File: config.mk
export PLATFORM = sky130hd
export DESIGN_NAME = compensated_float_sum_flat
export DESIGN_NICKNAME = d
export VERILOG_FILES = /design/src/design/kcs_pkg.sv /design/src/design/kcs_in_if.sv /design/src/design/kcs_out_if.sv /design/src/design/compensated_float_sum.sv /design/src/design/kcs_fadd.sv /design/src/design/kcs_kahan_step.sv /design/src/flat_wrapper.sv
export VERILOG_INCLUDE_DIRS = /design/src /design/src/design
export SDC_FILE = /design/constraint.sdc
export NUM_CORES = 2
export LEC_CHECK = 0
export ABC_AREA = 0
export BUFFER_PORTS_ARGS = -buffer_cell sky130_fd_sc_hd__buf_4
export CAP_MARGIN = 20
export CORE_AREA = 2 2 486 488
export CTS_CLUSTER_SIZE = 14
export DETAILED_ROUTE_END_ITERATION = 10
export DIE_AREA = 0 0 488 490
export PLACE_DENSITY = 0.43
export SLEW_MARGIN = 20
export SYNTH_ARGS = -nofsm -noshare
export SYNTH_HDL_FRONTEND = slang
export SYNTH_SLANG_ARGS = --single-unit
File: constraint.sdc
create_clock -name clk -period 127 [get_ports clk]
set_input_delay 25.4 -clock clk [delete_from_list [all_inputs] [get_ports clk]]
set_output_delay 25.4 -clock clk [all_outputs]
set_load 0.005 [all_outputs]
File: src/design/compensated_float_sum_defines.svh
// assertion macros for the compensated float sum block
`ifndef COMPENSATED_FLOAT_SUM_DEFINES_SVH
`define COMPENSATED_FLOAT_SUM_DEFINES_SVH
`ifndef SYNTHESIS
`define KCS_ASSERT_NEXT(lbl, clk, rst_n, ante, cons) \
	lbl: assert property (@(posedge clk) disable iff (!rst_n) (ante) |=> (cons)) \
	else $error("assertion failed");
`define KCS_ASSERT_NOW(lbl, clk, rst_n, ante, cons) \
	lbl: assert property (@(posedge clk) disable iff (!rst_n) (ante) |-> (cons)) \
	else $error("assertion failed");
`else
`define KCS_ASSERT_NEXT(lbl, clk, rst_n, ante, cons)
`define KCS_ASSERT_NOW(lbl, clk, rst_n, ante, cons)
`endif
`endif

File: src/design/kcs_pkg.sv
// shared types and constants of the compensated float sum block
`timescale 1ns / 1ps
package kcs_pkg;
	localparam int unsigned FP_W = 32;
	localparam logic [FP_W-1:0] FP_POS_ZERO = 32'h0000_0000;
	localparam logic [FP_W-1:0] FP_CANON_NAN = 32'h7FC0_0000;
	localparam logic [FP_W-1:0] FP_SIGN_MASK = 32'h8000_0000;

	typedef logic [FP_W-1:0] fp32_t;

	typedef struct packed {
		fp32_t value_bits;
		logic  has_value;
		logic  is_last;
	} kcs_in_beat_t;

	// true for any nan pattern
	function automatic logic fp_is_nan(input fp32_t x);
		fp_is_nan = (x[30:23] == 8'hFF) && (x[22:0] != 23'd0);
	endfunction
endpackage

File: src/design/kcs_in_if.sv
// input channel: value, has_value, is_last with valid/ready
`timescale 1ns / 1ps
interface kcs_in_if import kcs_pkg::*; ();
	logic  valid;
	logic  ready;
	fp32_t value_bits;
	logic  has_value;
	logic  is_last;
	modport source (output valid, value_bits, has_value, is_last, input ready);
	modport sink (input valid, value_bits, has_value, is_last, output ready);
endinterface

File: src/design/kcs_out_if.sv
// output channel: emitted sum with valid/ready
`timescale 1ns / 1ps
interface kcs_out_if import kcs_pkg::*; ();
	logic  valid;
	logic  ready;
	fp32_t sum_bits;
	modport source (output valid, sum_bits, input ready);
	modport sink (input valid, sum_bits, output ready);
endinterface

File: src/design/compensated_float_sum.sv
// top level of the kahan compensated binary32 summer
//
// channel   dir  beat
// in_ch     in   value_bits, has_value, is_last
// out_ch    out  sum_bits (one beat per last item)
//
// one item per cycle unless a last item waits on a full output register; the kahan
// update of the item in the input register closes through four chained float adders.
// the output register takes a result as its last item leaves the input register.
// reset clears the valid bits and both state words to +0.
// the input register holds only while a last item waits on a full output register.
`timescale 1ns / 1ps
`include "compensated_float_sum_defines.svh"
module compensated_float_sum import kcs_pkg::*; (
	input  logic        clk,
	input  logic        arst_n,
	kcs_in_if.sink      in_ch,
	kcs_out_if.source   out_ch
);
	logic         valid_s1;
	kcs_in_beat_t beat_s1;
	fp32_t        sum_q, comp_q, out_q;
	logic         out_valid_q;
	fp32_t        sum_nx, comp_nx, sum_upd;
	logic         adv_s1;

	// stall only for a last item facing a full output register
	assign adv_s1 = valid_s1 && !(beat_s1.is_last && out_valid_q && !out_ch.ready);
	assign in_ch.ready = !valid_s1 || adv_s1;

	// input register
	always_ff @(posedge clk or negedge arst_n) begin
		if (!arst_n) begin
			valid_s1 <= 1'b0;
		end else if (in_ch.ready) begin
			valid_s1 <= in_ch.valid;
		end
	end
	always_ff @(posedge clk) begin
		if (in_ch.ready && in_ch.valid) begin
			beat_s1 <= '{value_bits: in_ch.value_bits, has_value: in_ch.has_value,
				is_last: in_ch.is_last};
		end
	end

	kcs_kahan_step u_step (
		.value(beat_s1.value_bits), .sum_in(sum_q), .comp_in(comp_q),
		.sum_out(sum_nx), .comp_out(comp_nx)
	);

	assign sum_upd = beat_s1.has_value ? sum_nx : sum_q;

	// running state
	always_ff @(posedge clk or negedge arst_n) begin
		if (!arst_n) begin
			sum_q <= FP_POS_ZERO;
			comp_q <= FP_POS_ZERO;
		end else if (adv_s1) begin
			if (beat_s1.is_last) begin
				sum_q <= FP_POS_ZERO;
				comp_q <= FP_POS_ZERO;
			end else if (beat_s1.has_value) begin
				sum_q <= sum_nx;
				comp_q <= comp_nx;
			end
		end
	end

	// output register
	always_ff @(posedge clk or negedge arst_n) begin
		if (!arst_n) begin
			out_valid_q <= 1'b0;
		end else if (adv_s1 && beat_s1.is_last) begin
			out_valid_q <= 1'b1;
		end else if (out_ch.ready) begin
			out_valid_q <= 1'b0;
		end
	end
	always_ff @(posedge clk) begin
		if (adv_s1 && beat_s1.is_last) begin
			out_q <= fp_is_nan(sum_upd) ? FP_CANON_NAN : sum_upd;
		end
	end

	assign out_ch.valid = out_valid_q;
	assign out_ch.sum_bits = out_q;

	// a closed run leaves cleared state
	`KCS_ASSERT_NEXT(a_clear_after_last, clk, arst_n, adv_s1 && beat_s1.is_last,
		sum_q == FP_POS_ZERO && comp_q == FP_POS_ZERO)
	// an empty non-last item leaves the state alone
	`KCS_ASSERT_NEXT(a_idle_keeps_state, clk, arst_n,
		adv_s1 && !beat_s1.has_value && !beat_s1.is_last, $stable(sum_q) && $stable(comp_q))
	// a pending result is never overwritten
	`KCS_ASSERT_NOW(a_no_overwrite, clk, arst_n, out_valid_q && !out_ch.ready,
		!(adv_s1 && beat_s1.is_last))
	// emitted nans are canonical
	`KCS_ASSERT_NOW(a_canon_nan, clk, arst_n, out_valid_q && fp_is_nan(out_q),
		out_q == FP_CANON_NAN)
endmodule

File: src/design/kcs_fadd.sv
// combinational binary32 adder, round to nearest even, subnormals kept
`timescale 1ns / 1ps
module kcs_fadd import kcs_pkg::*; (
	input  fp32_t a,
	input  fp32_t b,
	output fp32_t y
);
	logic       sa, sb, sx, sy, big_a;
	logic [7:0] ea_f, eb_f;
	logic [9:0] ex, ey, e_n, e_r, shv;
	logic [23:0] mx, my;
	logic [26:0] fx, fy, fy_sh, nm;
	logic        stk;
	logic [27:0] sm;
	logic [4:0]  lz;
	logic        found;
	logic [9:0]  dd;
	logic        inc;
	logic [24:0] mr;
	logic [23:0] mf;
	logic        a_nan, b_nan, a_inf, b_inf;

	always_comb begin
		sa = a[31];
		sb = b[31];
		ea_f = a[30:23];
		eb_f = b[30:23];
		a_nan = fp_is_nan(a);
		b_nan = fp_is_nan(b);
		a_inf = (ea_f == 8'hFF) && (a[22:0] == 23'd0);
		b_inf = (eb_f == 8'hFF) && (b[22:0] == 23'd0);
		// order operands by magnitude
		big_a = a[30:0] >= b[30:0];
		sx = big_a ? sa : sb;
		sy = big_a ? sb : sa;
		ex = {2'b00, (big_a ? ea_f : eb_f)};
		ey = {2'b00, (big_a ? eb_f : ea_f)};
		mx = {(ex != 10'd0), (big_a ? a[22:0] : b[22:0])};
		my = {(ey != 10'd0), (big_a ? b[22:0] : a[22:0])};
		if (ex == 10'd0) ex = 10'd1;
		if (ey == 10'd0) ey = 10'd1;
		// align the smaller operand, keeping a sticky bit
		fx = {mx, 3'b000};
		fy = {my, 3'b000};
		dd = ex - ey;
		if (dd >= 10'd27) begin
			fy_sh = 27'd0;
			stk = |my;
		end else begin
			fy_sh = fy >> dd[4:0];
			stk = |(fy & ((27'd1 << dd[4:0]) - 27'd1));
		end
		fy_sh[0] = fy_sh[0] | stk;
		// add or subtract magnitudes
		if (sx == sy) sm = {1'b0, fx} + {1'b0, fy_sh};
		else sm = {1'b0, fx} - {1'b0, fy_sh};
		// normalize
		lz = 5'd0;
		found = 1'b0;
		shv = 10'd0;
		if (sm[27]) begin
			nm = {sm[27:2], sm[1] | sm[0]};
			e_n = ex + 10'd1;
		end else begin
			for (int i = 26; i >= 0; i--) begin
				if (!found && sm[i]) begin
					found = 1'b1;
					lz = 5'(26 - i);
				end
			end
			if (!found) lz = 5'd26;
			shv = ({5'd0, lz} > (ex - 10'd1)) ? (ex - 10'd1) : {5'd0, lz};
			nm = sm[26:0] << shv[4:0];
			e_n = ex - shv;
		end
		// round to nearest even
		inc = nm[2] & (nm[1] | nm[0] | nm[3]);
		mr = {1'b0, nm[26:3]} + {24'd0, inc};
		if (mr[24]) begin
			mf = mr[24:1];
			e_r = e_n + 10'd1;
		end else begin
			mf = mr[23:0];
			e_r = e_n;
		end
		sy = sx;
		// pack with special cases
		if (a_nan || b_nan || (a_inf && b_inf && (sa != sb))) y = FP_CANON_NAN;
		else if (a_inf) y = a;
		else if (b_inf) y = b;
		else if (mf == 24'd0) y = {sa & sb, 31'd0};
		else if (e_r >= 10'd255) y = {sy, 8'hFF, 23'd0};
		else y = {sy, (mf[23] ? e_r[7:0] : 8'd0), mf[22:0]};
	end
endmodule

File: src/design/kcs_kahan_step.sv
// one kahan update: four chained float add/subtract steps
`timescale 1ns / 1ps
module kcs_kahan_step import kcs_pkg::*; (
	input  fp32_t value,
	input  fp32_t sum_in,
	input  fp32_t comp_in,
	output fp32_t sum_out,
	output fp32_t comp_out
);
	fp32_t adj, diff;

	// adj = value - comp
	kcs_fadd u_adj (.a(value), .b(comp_in ^ FP_SIGN_MASK), .y(adj));
	// new sum = sum + adj
	kcs_fadd u_sum (.a(sum_in), .b(adj), .y(sum_out));
	// diff = new - sum
	kcs_fadd u_dif (.a(sum_out), .b(sum_in ^ FP_SIGN_MASK), .y(diff));
	// comp = diff - adj
	kcs_fadd u_cmp (.a(diff), .b(adj ^ FP_SIGN_MASK), .y(comp_out));
endmodule
File: src/flat_wrapper.sv
// flat-port wrapper written by rule: the top's interface ports become plain ports
module compensated_float_sum_flat import kcs_pkg::*;
  (clk, arst_n, in_ch_valid, in_ch_value_bits, in_ch_has_value, in_ch_is_last, in_ch_ready, out_ch_valid, out_ch_sum_bits, out_ch_ready);
  kcs_in_if in_ch_i ();
  kcs_out_if out_ch_i ();
  input  logic clk;
  input  logic arst_n;
  input wire logic [$bits(in_ch_i.valid)-1:0] in_ch_valid;
  input wire logic [$bits(in_ch_i.value_bits)-1:0] in_ch_value_bits;
  input wire logic [$bits(in_ch_i.has_value)-1:0] in_ch_has_value;
  input wire logic [$bits(in_ch_i.is_last)-1:0] in_ch_is_last;
  output wire logic [$bits(in_ch_i.ready)-1:0] in_ch_ready;
  output wire logic [$bits(out_ch_i.valid)-1:0] out_ch_valid;
  output wire logic [$bits(out_ch_i.sum_bits)-1:0] out_ch_sum_bits;
  input wire logic [$bits(out_ch_i.ready)-1:0] out_ch_ready;
  assign in_ch_i.valid = in_ch_valid;
  assign in_ch_i.value_bits = in_ch_value_bits;
  assign in_ch_i.has_value = in_ch_has_value;
  assign in_ch_i.is_last = in_ch_is_last;
  assign in_ch_ready = in_ch_i.ready;
  assign out_ch_valid = out_ch_i.valid;
  assign out_ch_sum_bits = out_ch_i.sum_bits;
  assign out_ch_i.ready = out_ch_ready;
  compensated_float_sum u_core (.clk(clk), .arst_n(arst_n), .in_ch(in_ch_i), .out_ch(out_ch_i));
endmodule
==> impl_summary.log <==
INFO  metric cts-root-buf = sky130_fd_sc_hd__clkbuf_16
INFO  metric worst_slack = 37.07 ns
INFO  metric grt_max_degree = 68
INFO  metric outcome = finished clean
INFO  metric cpPeakStageDelay = 1.03 ns
INFO  metric vias = 74700
INFO  metric routed_vias_inst = 6.33
INFO  metric globalRouteOverflowTotal = 0
INFO  metric final_nets = 9091
INFO  metric grt_first_pass_wirelength = 515000 um
INFO  metric timing_max_transition_violations_final = 0
INFO  metric die_height = 490 um
INFO  metric worstSetupPathType = reg -> reg
INFO  metric critPathSlowestCell = sky130_fd_sc_hd__fa_2
INFO  metric drc_errors = 0
INFO  metric async_reset_ff_frac = 0.500
INFO  metric synth_edf_count = 66
INFO  metric die_x = 488 um
INFO  metric postSynthAreaPerCell = 6.57 sq um
INFO  metric row_count = 178
INFO  metric yosys_register_bits = 132
INFO  metric timing.critical_path.fanout_max = 67
INFO  metric yosys.cell_types.count = 149
INFO  metric hold_path.class = reg -> reg
INFO  metric critical_path_arrival = 90.25 ns
INFO  metric slew_headroom = 0.144
INFO  metric tritoncts_num_sinks = 132
INFO  metric first_global_vias = 69500
INFO  metric dr.first_iter.drc_count = 9651
INFO  metric report.final.hold_viol_count = 0
INFO  metric cts-buffers-inserted = 17
INFO  metric clk_pin_slew_worst_paths = 0.07 ns
INFO  metric synth.yosys.seq_area_share = 0.0625
INFO  metric global_route.usage.total = 0.288
INFO  metric cts_hold_buf = 0
INFO  metric htree_levels = 4
INFO  metric post_synth_instance_area = 58200 sq um
INFO  metric buffer_ports.inserted = 71
INFO  metric end_kind = flop
INFO  metric areaGrowthSynthToFinish = 8.46%
INFO  metric rsz0062_at_grt = false
INFO  metric fraction_of_layout_instances_using_a_drive_strength_above_1 = 0.0916
INFO  metric ant_nets = 0
INFO  metric ys.warnings.count = 0
INFO  metric fin_worst_skew = 0.0325 ns
INFO  metric grt_antenna_before_repair = 11
INFO  metric layout.filler_cells = 26400
INFO  metric wire_per_inst = 30.8 um
INFO  metric floorplan.initialDensity = 0.248
INFO  metric wl = 364000 um
INFO  metric final_critical_period = 89.93 ns
INFO  metric pre_cts_slack = 39.51 ns
INFO  metric yosys_most_used_dff = sky130_fd_sc_hd__edfxtp_1
INFO  metric ios = 72
INFO  metric die-area = 239000 sq um
INFO  metric resize_count_post_cts = 0
INFO  metric detailed_place_hpwl = 293000 um
INFO  metric gp_routability_congestion = 1.07
INFO  metric setup_viol = 0
INFO  metric cap_violations = 0
INFO  metric tritoncts = yes
INFO  metric crit_required = 127.32 ns
INFO  metric drt_pre_antenna_iters = 9
INFO  metric coreArea = 234000 sq um
INFO  metric post_cts.repair.setup_buffers = 0
INFO  metric timing.fmax = 11.1 MHz
INFO  metric post-route-period-util = 0.708
INFO  metric clk-insertion-delay-late = 0.50 ns
INFO  metric postSynthCellCount = 8854
INFO  metric fin_setup_tns = 0 ns
INFO  metric cp_common_cell = sky130_fd_sc_hd__nor2_1
INFO  metric pin_slew_with_the_least_headroom_to_its_limit = 1.27 ns
INFO  metric crit_path_start_kind = flop
INFO  metric cts.path.max_buffers = 2
worst paths after layout:
kind / start / endpoint / slack, ns / cells past startpoint
max: u_core.comp_q[7] / u_core.comp_q[2] / 37.07 / 353
min: u_core.comp_q[23] / u_core.comp_q[23] / 0.57 / 2
max reg2reg: u_core.comp_q[7] / u_core.comp_q[2] / 37.07 / 353
min reg2reg: u_core.comp_q[23] / u_core.comp_q[23] / 0.57 / 2
max in group asynchronous: arst_n / u_core.comp_q[0] / 101.09 / 2
min in group asynchronous: arst_n / u_core.sum_q[15] / 24.73 / 1
synthesized netlist by cell type, types with 57 or more instances:
library cell / number / area share
sky130_fd_sc_hd__o21bai_1: 87 / 0.011
sky130_fd_sc_hd__a21o_1: 159 / 0.021
sky130_fd_sc_hd__o21ai_1: 98 / 0.0084
sky130_fd_sc_hd__mux2i_1: 248 / 0.043
sky130_fd_sc_hd__buf_1: 69 / 0.0045
sky130_fd_sc_hd__o22ai_1: 86 / 0.0093
sky130_fd_sc_hd__inv_1: 371 / 0.024
sky130_fd_sc_hd__clkbuf_1: 358 / 0.023
sky130_fd_sc_hd__edfxtp_1: 66 / 0.034
sky130_fd_sc_hd__nand2b_1: 101 / 0.011
sky130_fd_sc_hd__nor4_1: 96 / 0.010
sky130_fd_sc_hd__nand2_1: 1044 / 0.067
sky130_fd_sc_hd__nand4_1: 174 / 0.019
sky130_fd_sc_hd__or3_1: 86 / 0.0093
sky130_fd_sc_hd__or2_2: 57 / 0.0061
sky130_fd_sc_hd__a31oi_1: 124 / 0.013
sky130_fd_sc_hd__xnor2_1: 167 / 0.025
sky130_fd_sc_hd__o211ai_1: 164 / 0.021
sky130_fd_sc_hd__and2_1: 103 / 0.011
sky130_fd_sc_hd__o21ai_0: 612 / 0.053
sky130_fd_sc_hd__nor3_1: 245 / 0.021
sky130_fd_sc_hd__nor2_1: 1021 / 0.066
sky130_fd_sc_hd__dfrtp_1: 66 / 0.028
sky130_fd_sc_hd__mux2_2: 61 / 0.012
sky130_fd_sc_hd__a21oi_1: 681 / 0.059
sky130_fd_sc_hd__a211oi_1: 160 / 0.021
sky130_fd_sc_hd__o31ai_1: 67 / 0.0086
sky130_fd_sc_hd__o21a_1: 69 / 0.0089
sky130_fd_sc_hd__and3_1: 89 / 0.0096
sky130_fd_sc_hd__xor2_1: 66 / 0.0099
sky130_fd_sc_hd__buf_2: 87 / 0.0075
sky130_fd_sc_hd__nor2b_1: 61 / 0.0066
sky130_fd_sc_hd__nand3_1: 297 / 0.026
sky130_fd_sc_hd__ha_1: 409 / 0.088
kinds of logic after synthesis:
kind of cell,after synthesis,synth area share
simple gates,3607,0.299
compound gates,3139,0.371
buf+inv,955,0.0671
fa+ha+maj,421,0.0921
mux,364,0.0729
xor+xnor,235,0.0356
flops,132,0.0625
other cells,1,0.0000645
metrics by stage:
step / util / cells / hold slack [ns] / instance area [sq um]
after global placement: 0.266 / 11800 / 0.551 / 62400
after floorplan: - / 8856 / 0.478 / 58200
final: 0.269 / 11800 / 0.569 / 63100
after CTS: 0.269 / 11800 / 0.573 / 63000
after global routing: 0.269 / 11800 / 0.622 / 63100
after detailed placement: 0.267 / 11800 / 0.554 / 62400
metal layers:
layer	global-route usage	share of wire
met5	0	0.000036
met4	0.149	0.064
met3	0.0392	0.080
met2	0.450	0.44
met1	0.383	0.42
worst max-delay path, delay by kind of cell (launching register included):
| family | cells | cell delay [ns] |
|---|---|---|
| AO/OA/AOI/OAI | 128 | 31.07 |
| XOR/XNOR | 4 | 1.49 |
| adder cells (fa/ha/maj) | 23 | 8.36 |
| buffers and inverters | 34 | 10.65 |
| flip-flops | 1 | 0.66 |
| multiplexers | 7 | 2.58 |
| AND/OR/NAND/NOR | 157 | 34.49 |
placed cells by master, fill, tap and decap left out, types with 122 or more instances in the layout:
cell type                  synthesis  routed
sky130_fd_sc_hd__nor2_1         1021    1019
sky130_fd_sc_hd__nand4_1         174     174
sky130_fd_sc_hd__nor3_1          245     241
sky130_fd_sc_hd__xnor2_1         167     153
sky130_fd_sc_hd__buf_4            19     308
sky130_fd_sc_hd__inv_1           371     371
sky130_fd_sc_hd__ha_1            409     406
sky130_fd_sc_hd__a21o_1          159     159
sky130_fd_sc_hd__nand2_1        1044    1043
sky130_fd_sc_hd__a211oi_1        160     157
sky130_fd_sc_hd__nand3_1         297     297
sky130_fd_sc_hd__o21ai_0         612     599
sky130_fd_sc_hd__mux2i_1         248     248
sky130_fd_sc_hd__o211ai_1        164     164
sky130_fd_sc_hd__a31oi_1         124     122
sky130_fd_sc_hd__a21oi_1         681     680
layout make-up:
class                           count  area, sq um  share of cell area
Tap cell                         3150         3940              0.0625
Antenna cell                        9         22.5            0.000357
Timing Repair Buffer              308         2310              0.0367
Inverter                          404         1520              0.0241
Multi-Input combinational cell   7769        51000               0.809
Sequential cell                   132         3630              0.0576
Clock inverter                     14          200             0.00317
Clock buffer                       18          429             0.00680
state kept, by name, indices dropped and copies added, names as in the netlist:
signal	count
u_core.sum_q	32
u_core.comp_q	32
u_core.valid_s1	1
u_core.beat_s1	34
u_core.out_ch.sum_bits	32
u_core.out_ch.valid	1
Power is not shown: default switching activity piles up to over one toggle a cycle in this logic, so the estimate is an artifact.
